$ cat src/sv/spq_pkg.sv
// Shared types and codes for the sorted priority queue.
// Holds operation and result codes, controller states and the control structs.
package spq_pkg;

    localparam logic [1:0] OP_INSERT   = 2'd0;
    localparam logic [1:0] OP_CONTAINS = 2'd1;
    localparam logic [1:0] OP_REMOVE   = 2'd2;

    localparam logic [1:0] RES_DONE  = 2'd0;
    localparam logic [1:0] RES_EMPTY = 2'd1;
    localparam logic [1:0] RES_FULL  = 2'd2;

    typedef enum logic [4:0] {
        S_IDLE  = 5'b00001,
        S_READ  = 5'b00010,
        S_TEST  = 5'b00100,
        S_PUT   = 5'b01000,
        S_REPLY = 5'b10000
    } state_t;

    typedef struct packed {
        logic load;
        logic rd_en;
        logic shift;
        logic put;
        logic step;
        logic hit;
        logic pop;
        logic reply;
    } spq_cmd_t;

    typedef struct packed {
        logic in_insert;
        logic in_contains;
        logic in_remove;
        logic is_insert;
        logic is_contains;
        logic is_remove;
        logic empty;
        logic full;
        logic greater;
        logic equal;
        logic pos_one;
        logic pos_last;
        logic out_free;
    } spq_stat_t;

endpackage

$ cat src/sv/spq_ctrl.sv
// Controller state machine for the sorted priority queue.
// Depends on spq_pkg; drives commands to spq_datapath from its status.
module spq_ctrl
    import spq_pkg::*;
(
    input  logic      aclk,
    input  logic      aresetn,
    input  logic      s_valid,
    output logic      s_ready,
    input  spq_stat_t stat,
    output spq_cmd_t  cmd
);

    state_t state_reg;
    state_t state_next;

    assign s_ready = (state_reg == S_IDLE);

    always_comb begin
        cmd        = '0;
        state_next = state_reg;
        case (state_reg)
            S_IDLE: begin
                if (s_valid) begin
                    cmd.load = 1'b1;
                    if (stat.in_insert) begin
                        if (stat.full) begin
                            state_next = S_REPLY;
                        end else if (stat.empty) begin
                            state_next = S_PUT;
                        end else begin
                            state_next = S_READ;
                        end
                    end else if (stat.in_contains || stat.in_remove) begin
                        state_next = stat.empty ? S_REPLY : S_READ;
                    end else begin
                        state_next = S_REPLY;
                    end
                end
            end
            S_READ: begin
                cmd.rd_en  = 1'b1;
                state_next = S_TEST;
            end
            S_TEST: begin
                if (stat.is_insert) begin
                    if (stat.greater) begin
                        cmd.shift  = 1'b1;
                        state_next = stat.pos_one ? S_PUT : S_READ;
                    end else begin
                        state_next = S_PUT;
                    end
                end else if (stat.is_contains) begin
                    if (stat.equal) begin
                        cmd.hit    = 1'b1;
                        state_next = S_REPLY;
                    end else begin
                        cmd.step   = 1'b1;
                        state_next = stat.pos_last ? S_REPLY : S_READ;
                    end
                end else if (stat.is_remove) begin
                    cmd.pop    = 1'b1;
                    state_next = S_REPLY;
                end else begin
                    state_next = S_REPLY;
                end
            end
            S_PUT: begin
                cmd.put    = 1'b1;
                state_next = S_REPLY;
            end
            S_REPLY: begin
                if (stat.out_free) begin
                    cmd.reply  = 1'b1;
                    state_next = S_IDLE;
                end
            end
            default: begin
                state_next = S_IDLE;
            end
        endcase
    end

    always_ff @(posedge aclk) begin
        if (!aresetn) begin
            state_reg <= S_IDLE;
        end else begin
            state_reg <= state_next;
        end
    end

`ifndef SYNTH
    a_reply_free: assert property (@(posedge aclk) disable iff (!aresetn)
        cmd.reply |-> stat.out_free)
        else $error("result loaded while output register occupied");
    a_one_at_a_time: assert property (@(posedge aclk) disable iff (!aresetn)
        (s_valid && s_ready) |=> !s_ready)
        else $error("second transaction taken while busy");
    a_state_onehot: assert property (@(posedge aclk) disable iff (!aresetn)
        $onehot(state_reg))
        else $error("controller state not one-hot");
`endif

endmodule

$ cat src/sv/spq_datapath.sv
// Datapath for the sorted priority queue: tag memory ring, scan pointer, result register.
// Depends on spq_pkg; obeys commands from spq_ctrl and reports status to it.
module spq_datapath
    import spq_pkg::*;
#(
    parameter int DEPTH    = 64,
    parameter int TAG_BITS = 16
) (
    input  logic                         aclk,
    input  logic                         aresetn,
    input  logic [1:0]                   s_operation,
    input  logic [15:0]                  s_item_tag,
    input  spq_cmd_t                     cmd,
    output spq_stat_t                    stat,
    output logic                         m_valid,
    input  logic                         m_ready,
    output logic [1:0]                   m_status,
    output logic                         m_found,
    output logic [15:0]                  m_out_tag,
    output logic [$clog2(DEPTH+1)-1:0]   m_fill_count
);

    localparam int IDX_W = $clog2(DEPTH);
    localparam int CNT_W = $clog2(DEPTH + 1);
    localparam int SUM_W = IDX_W + 1;

    logic [TAG_BITS-1:0] mem [DEPTH];
    logic [TAG_BITS-1:0] rd_data_reg;

    logic [CNT_W-1:0]    count_reg;
    logic [IDX_W-1:0]    head_reg;
    logic [CNT_W-1:0]    pos_reg;
    logic [1:0]          op_reg;
    logic [TAG_BITS-1:0] tag_reg;
    logic [1:0]          status_reg;
    logic                found_reg;
    logic [15:0]         out_tag_reg;

    logic                m_valid_reg;
    logic [1:0]          m_status_reg;
    logic                m_found_reg;
    logic [15:0]         m_out_tag_reg;
    logic [CNT_W-1:0]    m_fill_count_reg;

    logic [TAG_BITS+15:0] in_ext;
    logic [TAG_BITS+15:0] head_ext;
    logic [TAG_BITS-1:0]  in_tag;
    logic [15:0]          popped_tag;
    logic [CNT_W-1:0]     rd_idx;
    logic [IDX_W-1:0]     rd_addr;
    logic [IDX_W-1:0]     wr_addr;
    logic [TAG_BITS-1:0]  wr_data;
    logic                 wr_en;
    logic [1:0]           status_next;
    logic [IDX_W-1:0]     head_next;

    function automatic logic [IDX_W-1:0] phys(input logic [IDX_W-1:0] base,
                                             input logic [CNT_W-1:0] off);
        logic [SUM_W-1:0] sum;
        sum = {1'b0, base} + SUM_W'(off);
        if (sum >= SUM_W'(DEPTH)) begin
            sum = sum - SUM_W'(DEPTH);
        end
        return sum[IDX_W-1:0];
    endfunction

    assign in_ext     = {{TAG_BITS{1'b0}}, s_item_tag};
    assign in_tag     = in_ext[TAG_BITS-1:0];
    assign head_ext   = {16'b0, rd_data_reg};
    assign popped_tag = head_ext[15:0];

    assign rd_idx  = (op_reg == OP_INSERT) ? (pos_reg - CNT_W'(1)) : pos_reg;
    assign rd_addr = phys(head_reg, rd_idx);
    assign wr_addr = phys(head_reg, pos_reg);
    assign wr_en   = cmd.shift | cmd.put;
    assign wr_data = cmd.shift ? rd_data_reg : tag_reg;

    assign head_next = (head_reg == IDX_W'(DEPTH - 1)) ? '0 : head_reg + IDX_W'(1);

    always_comb begin
        status_next = RES_DONE;
        if ((s_operation == OP_INSERT) && (count_reg == CNT_W'(DEPTH))) begin
            status_next = RES_FULL;
        end else if ((s_operation == OP_REMOVE) && (count_reg == '0)) begin
            status_next = RES_EMPTY;
        end
    end

    assign stat.in_insert   = (s_operation == OP_INSERT);
    assign stat.in_contains = (s_operation == OP_CONTAINS);
    assign stat.in_remove   = (s_operation == OP_REMOVE);
    assign stat.is_insert   = (op_reg == OP_INSERT);
    assign stat.is_contains = (op_reg == OP_CONTAINS);
    assign stat.is_remove   = (op_reg == OP_REMOVE);
    assign stat.empty       = (count_reg == '0);
    assign stat.full        = (count_reg == CNT_W'(DEPTH));
    assign stat.greater     = (rd_data_reg > tag_reg);
    assign stat.equal       = (rd_data_reg == tag_reg);
    assign stat.pos_one     = (pos_reg == CNT_W'(1));
    assign stat.pos_last    = ((pos_reg + CNT_W'(1)) == count_reg);
    assign stat.out_free    = !m_valid_reg || m_ready;

    always_ff @(posedge aclk) begin
        if (wr_en) begin
            mem[wr_addr] <= wr_data;
        end
        if (cmd.rd_en) begin
            rd_data_reg <= mem[rd_addr];
        end
    end

    always_ff @(posedge aclk) begin
        if (!aresetn) begin
            count_reg   <= '0;
            head_reg    <= '0;
            m_valid_reg <= 1'b0;
        end else begin
            if (cmd.put) begin
                count_reg <= count_reg + CNT_W'(1);
            end else if (cmd.pop) begin
                count_reg <= count_reg - CNT_W'(1);
            end
            if (cmd.pop) begin
                head_reg <= head_next;
            end
            if (cmd.reply) begin
                m_valid_reg <= 1'b1;
            end else if (m_ready) begin
                m_valid_reg <= 1'b0;
            end
        end
    end

    always_ff @(posedge aclk) begin
        if (cmd.load) begin
            op_reg      <= s_operation;
            tag_reg     <= in_tag;
            pos_reg     <= (s_operation == OP_INSERT) ? count_reg : '0;
            status_reg  <= status_next;
            found_reg   <= 1'b0;
            out_tag_reg <= '0;
        end
        if (cmd.shift) begin
            pos_reg <= pos_reg - CNT_W'(1);
        end
        if (cmd.step) begin
            pos_reg <= pos_reg + CNT_W'(1);
        end
        if (cmd.hit) begin
            found_reg <= 1'b1;
        end
        if (cmd.pop) begin
            out_tag_reg <= popped_tag;
        end
        if (cmd.reply) begin
            m_status_reg     <= status_reg;
            m_found_reg      <= found_reg;
            m_out_tag_reg    <= out_tag_reg;
            m_fill_count_reg <= count_reg;
        end
    end

    assign m_valid      = m_valid_reg;
    assign m_status     = m_status_reg;
    assign m_found      = m_found_reg;
    assign m_out_tag    = m_out_tag_reg;
    assign m_fill_count = m_fill_count_reg;

`ifndef SYNTH
    a_count_bound: assert property (@(posedge aclk) disable iff (!aresetn)
        count_reg <= CNT_W'(DEPTH))
        else $error("fill count beyond depth");
    a_put_room: assert property (@(posedge aclk) disable iff (!aresetn)
        cmd.put |-> (count_reg != CNT_W'(DEPTH)))
        else $error("tag written into full queue");
    a_pop_count: assert property (@(posedge aclk) disable iff (!aresetn)
        cmd.pop |=> (count_reg == $past(count_reg) - CNT_W'(1)))
        else $error("remove did not drop fill count");
`endif

endmodule

$ cat src/sv/sorted_priority_queue.sv
// Sorted priority queue: one transaction at a time, tags kept ascending in a ring memory.
// Remove tests the head entry; insert moves each larger entry up from the tail, then puts;
// contains scans from the head to a match or the last entry. An empty insert puts directly;
// a full insert, an empty remove or contains and an unused code reply directly. An entry visit is
// a registered memory read, then a compare; a new transaction waits until the result is loaded.
// Reset: synchronous active low, empties the queue at once; tag memory is not cleared.
module sorted_priority_queue
    import spq_pkg::*;
#(
    parameter int DEPTH    = 64,
    parameter int TAG_BITS = 16
) (
    input  logic                         aclk,
    input  logic                         aresetn,
    input  logic                         s_valid,
    output logic                         s_ready,
    input  logic [1:0]                   s_operation,
    input  logic [15:0]                  s_item_tag,
    output logic                         m_valid,
    input  logic                         m_ready,
    output logic [1:0]                   m_status,
    output logic                         m_found,
    output logic [15:0]                  m_out_tag,
    output logic [$clog2(DEPTH+1)-1:0]   m_fill_count
);

    spq_cmd_t  cmd;
    spq_stat_t stat;

    spq_ctrl u_ctrl (
        .aclk    (aclk),
        .aresetn (aresetn),
        .s_valid (s_valid),
        .s_ready (s_ready),
        .stat    (stat),
        .cmd     (cmd)
    );

    spq_datapath #(
        .DEPTH    (DEPTH),
        .TAG_BITS (TAG_BITS)
    ) u_datapath (
        .aclk         (aclk),
        .aresetn      (aresetn),
        .s_operation  (s_operation),
        .s_item_tag   (s_item_tag),
        .cmd          (cmd),
        .stat         (stat),
        .m_valid      (m_valid),
        .m_ready      (m_ready),
        .m_status     (m_status),
        .m_found      (m_found),
        .m_out_tag    (m_out_tag),
        .m_fill_count (m_fill_count)
    );

endmodule

$ cat config.mk
export PLATFORM = sky130hd
export DESIGN_NAME = sorted_priority_queue
export DESIGN_NICKNAME = d
export VERILOG_FILES = /design/src/sv/spq_pkg.sv /design/src/sv/spq_ctrl.sv /design/src/sv/spq_datapath.sv /design/src/sv/sorted_priority_queue.sv
export SDC_FILE = /design/constraint.sdc
export NUM_CORES = 1
export LEC_CHECK = 0
export BUFFER_PORTS_ARGS = -buffer_cell sky130_fd_sc_hd__buf_2
export CAP_MARGIN = 10
export CORE_MARGIN = 2
export CORE_UTILIZATION = 35
export DETAILED_ROUTE_END_ITERATION = 8
export SYNTH_ARGS = -nofsm -noshare
export SYNTH_HDL_FRONTEND = slang
export SYNTH_SLANG_ARGS = --single-unit
$ cat constraint.sdc
create_clock -name aclk -period 5.9 [get_ports aclk]
set_input_delay 1.18 -clock aclk [delete_from_list [all_inputs] [get_ports aclk]]
set_output_delay 1.18 -clock aclk [all_outputs]
set_load 0.005 [all_outputs]
==> reports/qor.csv <==
stage,metric,value,unit
run_status,outcome,finished clean,
timing,rsz0062_at_grt,no,
layout,drive_gt1_frac,0.244,
power,switching_share,0.237,
grt,grt_max_degree,129,
power,p_sw,0.00426,W
placed_design,io_buffers,49,
synth,synth_edf_count,1109,
synth,synth_seq_cells,1129,
floorplan,start_util,0.352,
timing,slew_headroom,0.231,
route,post_drt_via_cell_ratio,5.62,
critical_path,crit_path_end_kind,flop,
synth,synth_adder_area_share,0.0115,
synth,synth_top_area_frac,0.732,
layout,layout_commonest_cell,edfxtp_1,
synth,synthCells,2385,
synth,synthFlopType,edfxtp_1,
synth,muxShareOfSynthArea,0.134,
floorplan,die_w,364,um
critical_path,critPathLaunch,u_datapath.op_reg[0],
hold_path,hold_class,flop to flop,
grt,antenna_found_initial,2,
timing,final_max_slew_viol_count,0,
synth,seq_area_frac_synth,0.741,
floorplan,core,0.129,mm2
cts,htree_levels,3,
route,wirelength,117000,um
cts,cts_buffer_depth,3,
synth,yosys.area.top_type,edfxtp_1,
placed_design,gp_congestion,0.854,
placed_design,hpwl,69300,um
layout,insertedDiodeCount,0,
timing,setup_viol,0,
run,max_cap_violations,0,
critical_path,regToRegStartpoint,u_datapath.op_reg[0],
synth,synth-compound-area-share,0.0429,
layout,largest_reg_flops,1024,
floorplan,die_area,0.133,mm2
synth,async_flop_share,0,
timing,worst_slack,0.809,ns
timing,min_period,5.09,ns
power,intPower,0.0137,W
synth,syn_nets,2447,
cts,clock_latency,0.72,ns
grt,grt_pass1_vias,24500,
floorplan,ios,50,
route,drtIter0Drc,2898,
floorplan,die_y,364,um
critical_path,arrival,5.50,ns
route,first_pass_iters,5,
cts,cts_resized,0,
layout,fill_cells,11500,
synth,synth_area_leaders,"edfxtp_1, mux4_2, nand3_1",
synth,synthSimpleGateAreaFrac,0.0469,
route,wire_per_inst,26.9,um
grt,grt_overflow_total,0,
layout,max_flop_register,u_datapath.mem,
hold_path,worstHoldStart,u_datapath.out_tag_reg[2],
power,seqPwrFrac,0.497,
timing,tns,0,ns
synth,synth_cell_types,57,
synth,ys_warn_count,0,
power,p_clk_frac,0.398,
cts,cts.sinks,1129,
timing,hold_viol_final,0,
cts,post_cts_buffers,0,
synth,syn_area,0.0455,mm2
power,power.share.combinational,0.104,
critical_path,crit_required,6.31,ns
critical_path,cp-start-kind,flop,
cts,cts_hold_buf,0,
cts,clockRootBuffer,clkbuf_16,
synth,synth_top_family_by_area,multiplexers,
layout,fin_util,0.405,
layout,finalInstanceArea,0.0523,mm2
cts,cts_tree,done,
route,drc,0,
layout,final_cell_mix,"edfxtp_1, mux4_2, nand3_1",
layout,nNetsFinal,2561,
power,ir_drop,0.277,mV
cts,cts_buffers,115,
critical_path,path_max_fanout,76,
timing,clock_skew,0.0351,ns
placed_design,pre_cts_slack,0.892,ns
power,p_leak,16.4,nW
synth,avgSynthCellArea,19.1,um2
route,via_count,24400,
placed_design,dpl_cell_area,0.0485,mm2
power,power_density,344,mW/mm2
timing,fmax,196,MHz
grt,grt_pass1_wl,172000,um
grt,grt.total_usage,0.176,
layout,layout-area-overhead-vs-synth,14.9,%
cts,path_clk_slew,0.06,ns
timing,timing.final.crit_share,0.863,
route,antenna_left,0,
critical_path,path_class,flop to flop,
synth,synthXorXnorAreaFrac,0.00671,
floorplan,rows,132,
timing,tightestPinTransition,1.15,ns
synth_stat cells, drive strengths merged, types with 3 or more instances:
master / number
nand3: 151
buf: 42
mux2i: 17
o211ai: 69
nand2: 44
nand3b: 6
nor2b: 9
mux2: 15
inv: 30
a21o: 6
and3: 3
a41oi: 32
dfxtp: 20
a221o: 3
xnor2: 24
edfxtp: 1109
nand2b: 4
a22o: 3
a21oi: 29
a211o: 5
o21a: 3
mux4: 256
o21ai: 78
o21bai: 3
a31oi: 38
nor4: 5
a21boi: 7
ha: 37
clkbuf: 118
a2111o: 3
and2: 23
fa: 3
nor3: 29
xor2: 10
nand4: 69
nor2: 65
power by group through the flow:
stage | logic, W | clock network (W) | registers [W]
after floorplan | 0.00119 | 0 | 0.00909
after global placement | 0.00186 | 0 | 0.00911
after detailed placement | 0.00188 | 0 | 0.00911
after CTS | 0.00189 | 0.00727 | 0.00894
after global routing | 0.00199 | 0.00757 | 0.00894
final | 0.00188 | 0.00716 | 0.00894
metal layers:
metal | GRT usage | share of wire | vias up
met4 | 0.0561 | 0.028 | 0
met2 | 0.277 | 0.47 | 1123
li1 | - | - | 10200
met1 | 0.246 | 0.42 | 12900
met5 | 0 | 0 | -
met3 | 0.0330 | 0.083 | 182
worst max-delay path, cell delays in order (launching register included):
cell and delay (ns):
edfxtp_1 0.52, nor2_1 0.46, xnor2_1 0.24, ha_4 0.18, inv_1 0.05, fa_4 1.00
buf_12 0.40, mux4_2 0.40, o21ai_0 0.14, nand3_1 0.21, a31oi_1 0.84, mux2i_1 0.18
stage by stage:
stage / instances / hold slack, ns / power [W]
6_report: 4343 / 0.411 / 0.0180
4_1_cts: 4343 / 0.402 / 0.0181
3_3_place_gp: 4124 / 0.408 / 0.0110
3_5_place_dp: 4124 / 0.405 / 0.0110
2_1_floorplan: 2385 / 0.400 / 0.0103
5_1_grt: 4343 / 0.421 / 0.0185
path summary, 6_finish.rpt:
kind	endpoint	slack [ns]	cells after the start
worst max-delay path	u_datapath.popped_tag[3]	0.81	11
worst min-delay path	u_datapath.m_out_tag[2]	0.41	0
worst max register to register	u_datapath.popped_tag[3]	0.81	11
worst min register to register	u_datapath.m_out_tag[2]	0.41	0
cells by family (layout without fill, tap and decap cells):
family	after synthesis	after routing
muxes	288	288
DFF	1129	1129
and+or+nand+nor	415	415
buffers and inverters	190	406
AOI/OAI and AO/OA	289	289
adders and majority gates	40	40
xor gates and xnor gates	34	34
area by class of cell:
class,instances,area (um2),share of cell area
Clock buffer,136,3020,0.0578
Timing Repair Buffer,157,1240,0.0238
Tap cell,1742,2180,0.0417
Multi-Input combinational cell,1066,11300,0.216
Clock inverter,83,702,0.0134
Sequential cell,1129,33700,0.645
Inverter,30,113,0.00216
No activity file was read; power rests on OpenSTA's default activity.
